==> config.mk <==
export PLATFORM = sky130hd
export DESIGN_NAME = dual_reed_flow_counter_flat
export DESIGN_NICKNAME = d
export VERILOG_FILES = /design/src/rtl/core/drfc_pkg.sv /design/src/rtl/core/drfc_if.sv /design/src/rtl/core/drfc_tally.sv /design/src/rtl/core/dual_reed_flow_counter.sv /design/src/flat_wrapper.sv
export VERILOG_INCLUDE_DIRS = /design/src /design/src/rtl/core
export SDC_FILE = /design/constraint.sdc
export NUM_CORES = 1
export LEC_CHECK = 0
export BUFFER_PORTS_ARGS = -buffer_cell sky130_fd_sc_hd__buf_2
export CELL_PAD_IN_SITES_DETAIL_PLACEMENT = 1
export CELL_PAD_IN_SITES_GLOBAL_PLACEMENT = 2
export CORE_MARGIN = 2
export CORE_UTILIZATION = 36
export DETAILED_ROUTE_END_ITERATION = 12
export GPL_TIMING_DRIVEN = 0
export PLACE_DENSITY = 0.9
export REMOVE_ABC_BUFFERS = 1
export SYNTH_ARGS = -nofsm -noshare
export SYNTH_HDL_FRONTEND = slang
export SYNTH_SLANG_ARGS = --single-unit
==> constraint.sdc <==
create_clock -name clk -period 5.75 [get_ports clk]
set_clock_uncertainty 0.2 [all_clocks]
set_input_delay 0.8625 -clock clk [delete_from_list [all_inputs] [get_ports clk]]
set_output_delay 0.8625 -clock clk [all_outputs]
set_load 0.01 [all_outputs]
==> src/rtl/core/dual_reed_flow_counter_assert.svh <==
// assertion macros for the dual reed flow counter
// users need clk and rst_n in scope
`ifndef DUAL_REED_FLOW_COUNTER_ASSERT_SVH
`define DUAL_REED_FLOW_COUNTER_ASSERT_SVH

// property that holds at every clock edge out of reset
`define DRFC_ASSERT_ALWAYS(lbl, expr, msg) \
  lbl: assert property (@(posedge clk) disable iff (!rst_n) (expr)) else $error(msg);

// consequent checked in the cycle after the antecedent
`define DRFC_ASSERT_NEXT(lbl, ante, cons, msg) \
  lbl: assert property (@(posedge clk) disable iff (!rst_n) (ante) |=> (cons)) else $error(msg);

`endif

==> src/rtl/core/drfc_pkg.sv <==
// shared types and constants of the dual reed flow counter
// no dependencies
package drfc_pkg;

  localparam int LOW_W      = 7;
  localparam int COUNT_W    = 32;
  localparam int BYTE_W     = 8;
  localparam int CFG_IDX_W  = 2;
  localparam int CFG_DATA_W = 32;

  typedef logic [LOW_W-1:0]   low_cnt_t;
  typedef logic [COUNT_W-1:0] count_t;
  typedef logic [BYTE_W-1:0]  byte_cnt_t;
  typedef logic [1:0]         switch_t;
  typedef logic [CFG_IDX_W-1:0] cfg_idx_t;

  localparam low_cnt_t  MAX_WINDOW        = 7'd127;
  localparam low_cnt_t  LOW_THRESHOLD_RST = 7'd95;
  localparam count_t    BASE_VOLUME_RST   = 32'd1578;
  localparam byte_cnt_t SAVE_INTERVAL_RST = 8'd20;

  localparam switch_t SW_NONE   = 2'd0;
  localparam switch_t SW_FIRST  = 2'd1;
  localparam switch_t SW_SECOND = 2'd2;

  localparam cfg_idx_t CFG_LOW_THRESHOLD = 2'd0;
  localparam cfg_idx_t CFG_BASE_VOLUME   = 2'd1;
  localparam cfg_idx_t CFG_SAVE_INTERVAL = 2'd2;

  typedef struct packed {
    logic func;
    logic pin_low;
    logic window_end;
  } sample_t;

  typedef struct packed {
    logic      decided;
    logic      pulse_accepted;
    count_t    flow_count;
    byte_cnt_t fault_count;
    logic      fault_strobe;
    logic      save_strobe;
    count_t    save_value;
  } result_t;

endpackage

==> src/rtl/core/drfc_if.sv <==
// input and result channel interfaces of the dual reed flow counter
// depends on drfc_pkg
interface drfc_in_if;
  logic valid;
  logic ready;
  logic func;
  logic pin_low;
  logic window_end;

  modport source (output valid, output func, output pin_low, output window_end, input ready);
  modport sink (input valid, input func, input pin_low, input window_end, output ready);
endinterface

interface drfc_out_if;
  logic                valid;
  logic                ready;
  logic                decided;
  logic                pulse_accepted;
  drfc_pkg::count_t    flow_count;
  drfc_pkg::byte_cnt_t fault_count;
  logic                fault_strobe;
  logic                save_strobe;
  drfc_pkg::count_t    save_value;

  modport source (output valid, output decided, output pulse_accepted, output flow_count,
                  output fault_count, output fault_strobe, output save_strobe,
                  output save_value, input ready);
  modport sink (input valid, input decided, input pulse_accepted, input flow_count,
                input fault_count, input fault_strobe, input save_strobe,
                input save_value, output ready);
endinterface

==> src/rtl/core/drfc_tally.sv <==
// window counter, pulse qualification and flow/fault/save state
// depends on drfc_pkg and dual_reed_flow_counter_assert.svh
`include "dual_reed_flow_counter_assert.svh"

module drfc_tally (
  input  logic                clk,
  input  logic                rst_n,
  input  logic                fire,
  input  drfc_pkg::sample_t   smp,
  input  drfc_pkg::low_cnt_t  low_threshold,
  input  drfc_pkg::count_t    base_volume,
  input  drfc_pkg::byte_cnt_t save_interval,
  output drfc_pkg::result_t   res
);

  drfc_pkg::low_cnt_t  low_samples_r, low_samples_nxt, low_cnt;
  drfc_pkg::switch_t   last_switch_r, last_switch_nxt, sw;
  drfc_pkg::count_t    pulse_total_r, pulse_total_nxt;
  drfc_pkg::byte_cnt_t since_save_r, since_save_nxt, since_inc;
  drfc_pkg::byte_cnt_t error_total_r, error_total_nxt;
  logic                accepted, fault, save;

  always_comb begin
    sw              = smp.func ? drfc_pkg::SW_SECOND : drfc_pkg::SW_FIRST;
    low_cnt         = low_samples_r;
    low_samples_nxt = low_samples_r;
    last_switch_nxt = last_switch_r;
    pulse_total_nxt = pulse_total_r;
    since_save_nxt  = since_save_r;
    error_total_nxt = error_total_r;
    since_inc       = since_save_r + 1'b1;
    accepted        = 1'b0;
    fault           = 1'b0;
    save            = 1'b0;
    if (smp.pin_low && (low_samples_r < drfc_pkg::MAX_WINDOW)) begin
      low_cnt = low_samples_r + 1'b1;
    end
    low_samples_nxt = low_cnt;
    if (smp.window_end) begin
      low_samples_nxt = '0;
      if (low_cnt >= low_threshold) begin
        if (last_switch_r == sw) begin
          error_total_nxt = error_total_r + 1'b1;
          fault           = 1'b1;
        end else begin
          last_switch_nxt = sw;
          pulse_total_nxt = pulse_total_r + 1'b1;
          accepted        = 1'b1;
          if (since_inc >= save_interval) begin
            since_save_nxt = '0;
            save           = 1'b1;
          end else begin
            since_save_nxt = since_inc;
          end
        end
      end
    end
  end

  always_comb begin
    res.decided        = smp.window_end;
    res.pulse_accepted = accepted;
    res.flow_count     = pulse_total_nxt;
    res.fault_count    = error_total_nxt;
    res.fault_strobe   = fault;
    res.save_strobe    = save;
    res.save_value     = base_volume + (pulse_total_nxt >> 1);
  end

  always_ff @(posedge clk) begin
    if (!rst_n) begin
      low_samples_r <= '0;
      last_switch_r <= drfc_pkg::SW_NONE;
      pulse_total_r <= '0;
      since_save_r  <= '0;
      error_total_r <= '0;
    end else if (fire) begin
      low_samples_r <= low_samples_nxt;
      last_switch_r <= last_switch_nxt;
      pulse_total_r <= pulse_total_nxt;
      since_save_r  <= since_save_nxt;
      error_total_r <= error_total_nxt;
    end
  end

  `DRFC_ASSERT_NEXT(a_idle_holds, !fire, $stable(pulse_total_r) && $stable(error_total_r), "counts moved without a word")
  `DRFC_ASSERT_NEXT(a_window_restart, fire && smp.window_end, low_samples_r == '0, "window counter not restarted")
  `DRFC_ASSERT_NEXT(a_pulse_switch, fire && res.pulse_accepted, last_switch_r != drfc_pkg::SW_NONE, "pulse left no switch")

endmodule

==> src/rtl/core/dual_reed_flow_counter.sv <==
// dual reed switch flow counter, one result word per sample word
// an accepted word passes the input register, then the result register, before its result is valid
// throughput: one word per cycle while the receiver takes results, set by the single-pass update of the counters
// the result register frees the input side while a result waits to be taken
// reset: synchronous, active low; clears all counters and loads register defaults
// depends on drfc_pkg, drfc_if, drfc_tally and dual_reed_flow_counter_assert.svh
`include "dual_reed_flow_counter_assert.svh"

module dual_reed_flow_counter (
  input  logic               clk,
  input  logic               rst_n,
  drfc_in_if.sink            in_ch,
  drfc_out_if.source         out_ch,
  input  logic               cfg_we,
  input  drfc_pkg::cfg_idx_t cfg_index,
  input  logic [drfc_pkg::CFG_DATA_W-1:0] cfg_wdata
);

  drfc_pkg::low_cnt_t  low_threshold_r;
  drfc_pkg::count_t    base_volume_r;
  drfc_pkg::byte_cnt_t save_interval_r;

  logic              s1_valid_r;
  drfc_pkg::sample_t s1_smp_r;
  logic              out_valid_r;
  drfc_pkg::result_t out_r;
  drfc_pkg::result_t res;
  logic              in_accept, out_load;

  always_ff @(posedge clk) begin
    if (!rst_n) begin
      low_threshold_r <= drfc_pkg::LOW_THRESHOLD_RST;
      base_volume_r   <= drfc_pkg::BASE_VOLUME_RST;
      save_interval_r <= drfc_pkg::SAVE_INTERVAL_RST;
    end else if (cfg_we) begin
      unique case (cfg_index)
        drfc_pkg::CFG_LOW_THRESHOLD: low_threshold_r <= cfg_wdata[drfc_pkg::LOW_W-1:0];
        drfc_pkg::CFG_BASE_VOLUME:   base_volume_r   <= cfg_wdata[drfc_pkg::COUNT_W-1:0];
        drfc_pkg::CFG_SAVE_INTERVAL: save_interval_r <= cfg_wdata[drfc_pkg::BYTE_W-1:0];
        default: ;
      endcase
    end
  end

  assign out_load    = s1_valid_r && (!out_valid_r || out_ch.ready);
  assign in_ch.ready = !s1_valid_r || out_load;
  assign in_accept   = in_ch.valid && in_ch.ready;

  always_ff @(posedge clk) begin
    if (!rst_n) begin
      s1_valid_r  <= 1'b0;
      out_valid_r <= 1'b0;
    end else begin
      if (in_accept) begin
        s1_valid_r <= 1'b1;
      end else if (out_load) begin
        s1_valid_r <= 1'b0;
      end
      if (out_load) begin
        out_valid_r <= 1'b1;
      end else if (out_ch.ready) begin
        out_valid_r <= 1'b0;
      end
    end
  end

  always_ff @(posedge clk) begin
    if (in_accept) begin
      s1_smp_r.func       <= in_ch.func;
      s1_smp_r.pin_low    <= in_ch.pin_low;
      s1_smp_r.window_end <= in_ch.window_end;
    end
    if (out_load) begin
      out_r <= res;
    end
  end

  drfc_tally u_tally (
    .clk           (clk),
    .rst_n         (rst_n),
    .fire          (out_load),
    .smp           (s1_smp_r),
    .low_threshold (low_threshold_r),
    .base_volume   (base_volume_r),
    .save_interval (save_interval_r),
    .res           (res)
  );

  assign out_ch.valid          = out_valid_r;
  assign out_ch.decided        = out_r.decided;
  assign out_ch.pulse_accepted = out_r.pulse_accepted;
  assign out_ch.flow_count     = out_r.flow_count;
  assign out_ch.fault_count    = out_r.fault_count;
  assign out_ch.fault_strobe   = out_r.fault_strobe;
  assign out_ch.save_strobe    = out_r.save_strobe;
  assign out_ch.save_value     = out_r.save_value;

  `DRFC_ASSERT_NEXT(a_in_captured, in_accept, s1_valid_r, "accepted word not held")
  `DRFC_ASSERT_NEXT(a_s1_kept, s1_valid_r && !out_load, s1_valid_r, "pending word dropped")
  `DRFC_ASSERT_NEXT(a_out_loaded, out_load, out_valid_r, "result not presented")

endmodule

==> src/flat_wrapper.sv <==
// flat-port wrapper written by rule: the top's interface ports become plain ports
module dual_reed_flow_counter_flat 
  (clk, rst_n, cfg_we, cfg_index, cfg_wdata, in_ch_valid, in_ch_func, in_ch_pin_low, in_ch_window_end, in_ch_ready, out_ch_valid, out_ch_decided, out_ch_pulse_accepted, out_ch_flow_count, out_ch_fault_count, out_ch_fault_strobe, out_ch_save_strobe, out_ch_save_value, out_ch_ready);
  drfc_in_if in_ch_i ();
  drfc_out_if out_ch_i ();
  input  logic clk;
  input  logic rst_n;
  input  logic cfg_we;
  input  drfc_pkg::cfg_idx_t cfg_index;
  input  logic [drfc_pkg::CFG_DATA_W-1:0] cfg_wdata;
  input wire logic [$bits(in_ch_i.valid)-1:0] in_ch_valid;
  input wire logic [$bits(in_ch_i.func)-1:0] in_ch_func;
  input wire logic [$bits(in_ch_i.pin_low)-1:0] in_ch_pin_low;
  input wire logic [$bits(in_ch_i.window_end)-1:0] in_ch_window_end;
  output wire logic [$bits(in_ch_i.ready)-1:0] in_ch_ready;
  output wire logic [$bits(out_ch_i.valid)-1:0] out_ch_valid;
  output wire logic [$bits(out_ch_i.decided)-1:0] out_ch_decided;
  output wire logic [$bits(out_ch_i.pulse_accepted)-1:0] out_ch_pulse_accepted;
  output wire logic [$bits(out_ch_i.flow_count)-1:0] out_ch_flow_count;
  output wire logic [$bits(out_ch_i.fault_count)-1:0] out_ch_fault_count;
  output wire logic [$bits(out_ch_i.fault_strobe)-1:0] out_ch_fault_strobe;
  output wire logic [$bits(out_ch_i.save_strobe)-1:0] out_ch_save_strobe;
  output wire logic [$bits(out_ch_i.save_value)-1:0] out_ch_save_value;
  input wire logic [$bits(out_ch_i.ready)-1:0] out_ch_ready;
  assign in_ch_i.valid = in_ch_valid;
  assign in_ch_i.func = in_ch_func;
  assign in_ch_i.pin_low = in_ch_pin_low;
  assign in_ch_i.window_end = in_ch_window_end;
  assign in_ch_ready = in_ch_i.ready;
  assign out_ch_valid = out_ch_i.valid;
  assign out_ch_decided = out_ch_i.decided;
  assign out_ch_pulse_accepted = out_ch_i.pulse_accepted;
  assign out_ch_flow_count = out_ch_i.flow_count;
  assign out_ch_fault_count = out_ch_i.fault_count;
  assign out_ch_fault_strobe = out_ch_i.fault_strobe;
  assign out_ch_save_strobe = out_ch_i.save_strobe;
  assign out_ch_save_value = out_ch_i.save_value;
  assign out_ch_i.ready = out_ch_ready;
  dual_reed_flow_counter u_core (.clk(clk), .rst_n(rst_n), .in_ch(in_ch_i), .out_ch(out_ch_i), .cfg_we(cfg_we), .cfg_index(cfg_index), .cfg_wdata(cfg_wdata));
endmodule
; Yosys cells after proc, flatten, opt, wreduce, memory -nomap -nowiden
; Index checks and enable logic that the tools add are counted.
; Widths: inputs -> output; s select.
[op_classes]
addsub = 5
n_lt_le_gt_ge = 3
n_mux = 17
reduce_logical = 16
bitwise = 3
eq_ne = 3
[ops]
columns = cell, n
row1 = $mux 32, 3
row2 = $add 32x1->32 const B, 1
row3 = $add 32x31->32, 1
row4 = $mux 8, 4
row5 = $add 8x1->8 const B, 2
row6 = $mux 7, 2
row7 = $ge 8x8->1, 1
row8 = $reduce_and 2->1, 4
row9 = $add 7x1->7 const B, 1
row10 = $ge 7x7->1, 1
row11 = $lt 7x7->1 const B, 1
row12 = $mux 1, 7
row13 = $reduce_and 4->1, 1
row14 = $reduce_bool 2->1, 2
row15 = $logic_and 1x1->1, 3
row16 = $not 1->1, 3
row17 = $reduce_or 3->1, 1
row18 = $eq 2x1->1 const B, 1
row19 = $eq 2x2->1, 1
row20 = $eq 2x2->1 const B, 1
row21 = $logic_not 1->1, 2
row22 = $logic_not 2->1, 1
row23 = $logic_or 1x1->1, 2
row24 = $mux 2, 1
[totals]
output_inout_bits = 78
wordCells = 67
inputBits = 42
register_bits = 185

; Logic depth before layout (Yosys ltp)
[logic_depth]
ltp_word = 7
depth_mapped = 24
depth_no_buf = 23

; Modules after synthesis
; Synthesis repeated with hierarchy kept, for this count alone.
[unflattened]
cells_unflattened = 1067
area_unflattened_um2 = 10152.2
[by_module_without_submodules]
columns = module, cells_each, seq_area_each_um2, n_inst, area_per_inst_um2
row1 = drfc_tally, 777, 1141.1, 1, 5753.0
row2 = dual_reed_flow_counter, 290, 3353.2, 1, 4399.2

; Worst setup path after synthesis
; No wires, ideal clock.
[synth_path]
kind = reg2reg
startpoint = register u_core.u_tally.low_samples_r[4]
endpoint = register u_core.out_r, in the netlist u_core.out_ch.save_value[30] (data pin)
stages_incl_launch_ff = 25
arrival_ns = 4.633
setup_slack_ns = 0.651
path_buffers = 2
setup_ns = 0.265
synth_period_minus_slack_ns = 5.099
required_time_ns = 5.285
cell_sequence = dfxtp_1 -> nand4_1 -> o21a_1 -> nand2_1 -> nor2_1 -> xor2_1 -> ha_1 -> a21o_1 -> a211o_1 -> a41o_1 -> nand3_1 -> clkbuf_1 -> buf_2 -> nand2_1 -> nand2_1 -> ha_1 -> inv_1 -> fa_1 -> nor2b_1 -> o2111a_1 -> o21ai_0 -> o2111ai_1 -> nand2_1 -> a41oi_1 -> xor2_1
[synth_lines]
columns = item, line
row1 = "start, declared", drfc_tally.sv:16  ; drfc_pkg::low_cnt_t low_samples_r, low_samples_nxt, low_cnt;
row2 = "start signal, assigned", drfc_tally.sv:78  ; low_samples_r <= low_samples_nxt;
row3 = "end signal, assigned", dual_reed_flow_counter.sv:74  ; out_r <= res;
row4 = "end, declared", dual_reed_flow_counter.sv:26  ; drfc_pkg::result_t out_r;

==> results.json <==
{
  "outcome": "complete, no violations",
  "cts_buffer_depth": 2,
  "crit_chain": "nand4_1 -> o21a_1 -> nand2_1 -> nor2_4 -> xor2_1 -> ha_1 -> a21o_1 -> a211o_1 -> a41o_2 -> nand3_4 -> buf_4 -> nand2_1 -> nand2_1 -> ha_1 -> inv_1 -> fa_1 -> nor2b_1 -> o2111a_1 -> o21ai_1 -> o2111ai_1 -> nand2_2 -> a41oi_1 -> xor2_1",
  "r2r_setup_slack_ns": 0.23,
  "grt_usage_pct": 19.46,
  "required_ns": 5.73,
  "synthToLayoutAreaGrowth_pct": 16.57,
  "port_buffers": 119,
  "synth_warnings": 0,
  "leakagePower_nw": 4.498,
  "hold_start": "u_core.low_threshold_r[5]$_SDFFE_PN0P_",
  "cts_hold_buf": 0,
  "clk_latency_ns": 0.44,
  "cp_common_cell": "nand2_1",
  "synth_edf_count": 79,
  "core_mm2": 0.02680,
  "cts.sinks": 185,
  "drive_above_1_share_pct": 16.26,
  "maxSlewHeadroom_pct": 39.74,
  "final_cells": 1522,
  "async_reset_ff_share_pct": 0,
  "drt-initial-drc-count": 421,
  "max-cap-violations": 0,
  "hp-class": "reg -> reg",
  "start_util_pct": 36.44,
  "fmax_mhz": 181.1,
  "cts_tree": "yes",
  "post-synth-top-area-fraction_pct": 24.29,
  "place_ws_ns": -0.9422,
  "drt_first_pass_iters": 4,
  "finalHoldViolations": 0,
  "n_antenna_cell": 0,
  "cts_max_level": 4,
  "fin_crit_sh_pct": 96.03,
  "grt_pass1_vias": 8421,
  "powerDensity_mw_per_mm2": 242.6,
  "globalplace.congestion": 0.8297,
  "arrival_ns": 5.51,
  "overflow": 0,
  "antenna_found_initial": 0,
  "reg2reg_depth": 23,
  "ys_seq_elements": 185,
  "fp.dieH_um": 168.7,
  "setup_viol": 0,
  "yosysTopAreaCell": "edfxtp_1",
  "maxSlewViolCount": 0,
  "cts_root_buffer": "clkbuf_16",
  "cp-end-kind": "register",
  "rows": 60,
  "worst_pin_slew_ns": 0.9039,
  "cts_buffers": 17,
  "layout_common_cells": "nand2_1, buf_2, dfxtp_1",
  "crit_path_start_kind": "register",
  "via_per_inst": 5.429,
  "seq_area_frac_synth_pct": 46.02,
  "clk_pin_slew_ns": 0.07,
  "ios": 120,
  "max_stage_delay_ns": 0.42,
  "synth_cell_types": 65,
  "critPathLaunch": "u_core.u_tally.low_samples_r[5]$_SDFFE_PN0P_",
  "dp_hpwl_um": 18570,
  "min_period_ns": 5.522,
  "whs_path_depth": 2,
  "dp_cells": 1479,
  "setup_ws_ns": 0.2284,
  "drcViolationCount": 0,
  "ir_drop_uv": 139.6,
  "grt_max_degree": 94,
  "netlist_area_mm2": 0.009766,
  "drt-total-wl_um": 27140,
  "cp_slowest_cell": "dfxtp_1",
  "worstSetupPathType": "reg -> reg",
  "whs_endpoint": "u_core.low_threshold_r[5]$_SDFFE_PN0P_",
  "die_x_um": 168.7,
  "crit_fanout": 7,
  "synth_cells": 1071,
  "wl_per_cell_um": 17.83,
  "layout.nets": 1261,
  "synth_ff_type": "dfxtp_1",
  "grt_pass1_wl_um": 44250,
  "worstReg2RegEnd": "u_core.out_ch.save_value[30]$_DFFE_PP_",
  "via_count": 8263,
  "r2r_start": "u_core.u_tally.low_samples_r[5]$_SDFFE_PN0P_",
  "antenna_left": 0,
  "layout_commonest_cell": "nand2_1",
  "fp.dieArea_mm2": 0.02846,
  "ys_top_cells_by_area": "edfxtp_1, dfxtp_1, ha_1",
  "postSynthAreaPerCell_um2": 9.118
}
[state kept, by name (all words and copies together) (netlist names), 2 cells and up]
register	cells
u_core.u_tally.last_switch_r	2
u_core.u_tally.pulse_total_r	32
u_core.u_tally.since_save_r	8
u_core.u_tally.low_samples_r	7
u_core.base_volume_r	32
u_core.out_ch.flow_count	32
u_core.save_interval_r	8
u_core.s1_smp_r	3
u_core.low_threshold_r	7
u_core.out_ch.save_value	32
u_core.u_tally.error_total_r	8
u_core.out_ch.fault_count	8
[critical path, delay by kind of cell, from the launching register on]
family / cells / cell delay [ns]
XOR/XNOR: 2 / 0.24
flip-flops: 1 / 0.42
AO/OA/AOI/OAI: 8 / 2.12
buffers and inverters: 2 / 0.26
adder cells (fa/ha/maj): 3 / 0.97
AND/OR/NAND/NOR: 8 / 1.06
[layer usage]
metal / vias up / routed length [um] / track usage (%) / part of all wire (%)
li1: 4050 / - / - / -
met2: 127 / 13250 / 34.23 / 49
met1: 4050 / 12520 / 24.58 / 46
met4: 0 / 482 / 5.397 / 1.8
met5: - / 0 / 0 / 0
met3: 36 / 893 / 3.367 / 3.3
[report_power, final]
part | leakage [nW] | internal [mW] | switching [mW]
combinational | 2.64 | 0.0604 | 0.114
clock | 0.282 | 0.633 | 0.527
sequential | 1.57 | 1.41 | 0.0171
total | 4.50 | 2.10 | 0.659
[stage by stage]
step | TNS [ns] | cell area, um2 | hold slack (ns) | total power, mW | utilization, %
after global routing | -0.08801 | 11380 | 0.2808 | 2.855 | 42.47
after CTS | 0 | 11280 | 0.2647 | 2.788 | 42.09
after global placement | -220.49 | 10580 | 0.2470 | 1.620 | 39.48
final | 0 | 11380 | 0.2616 | 2.761 | 42.47
after detailed placement | -13.53 | 10640 | 0.2532 | 1.629 | 39.72
after floorplan | 0 | 9559 | 0.2363 | 1.542 | -
[cells in the mapped netlist (4+ instances only)]
| master | count |
|---|---|
| a21o_1 | 15 |
| mux2i_1 | 14 |
| o211ai_1 | 13 |
| xnor2_1 | 34 |
| dfxtp_1 | 106 |
| nor2b_1 | 6 |
| or4_1 | 14 |
| inv_1 | 35 |
| o21ai_0 | 48 |
| o21a_1 | 12 |
| edfxtp_1 | 79 |
| xor2_1 | 43 |
| o22ai_1 | 4 |
| or3_1 | 15 |
| nand3_1 | 43 |
| o21bai_1 | 6 |
| nor3_1 | 16 |
| a211oi_1 | 5 |
| o31ai_1 | 18 |
| nand4_1 | 22 |
| clkbuf_1 | 48 |
| nand3b_1 | 4 |
| nand2b_1 | 13 |
| a21oi_1 | 91 |
| a22oi_1 | 6 |
| nand2_1 | 153 |
| ha_1 | 50 |
| nor4_1 | 14 |
| nor2_1 | 83 |
| and3_1 | 8 |
[how the worst max path moves through the flow]
stage	to	slack [ns]	depth (start not counted)
after floorplan	u_core.out_ch.save_value[25]$_DFFE_PP_	0.16	21
after global placement	u_core.u_tally.pulse_total_r[31]$_SDFFE_PN0P_	-2.34	9
after detailed placement	u_core.out_ch.save_value[28]$_DFFE_PP_	-0.94	23
after CTS	u_core.out_ch.save_value[31]$_DFFE_PP_	0.03	21
after global routing	u_core.out_ch.save_value[31]$_DFFE_PP_	-0.03	20
final	u_core.out_ch.save_value[30]$_DFFE_PP_	0.23	23
[repair_timing]
item | 4_1_cts | 5_1_grt
setup endpoints to repair | 25 | 12
pin swaps | 1 | 2
resized for setup | 6 | 14
gates cloned | 2 | 0
setup buffers | 2 | 5
[area by class of cell]
class	count	area (um2)
clock buffers	24	516.7
clock inverters	8	58.81
fillers	3135	15420
inverters	36	146.4
multi-input cells	798	5022
flip-flops and latches	185	4497
well taps	341	426.7
repair buffers	130	715.7
[kinds of logic (layout without fill, tap and decap cells)]
| logic type | count (synthesis) | after routing | synth area share (%) |
|---|---|---|---|
| mux | 15 | 15 | 1.550 |
| xor+xnor | 77 | 77 | 6.906 |
| fa+ha+maj | 51 | 51 | 6.611 |
| compound gates | 241 | 241 | 15.17 |
| simple gates | 412 | 414 | 20.24 |
| buf+inv | 90 | 198 | 3.498 |
| flops | 185 | 185 | 46.02 |
Power figures use the tool's default switching activity.
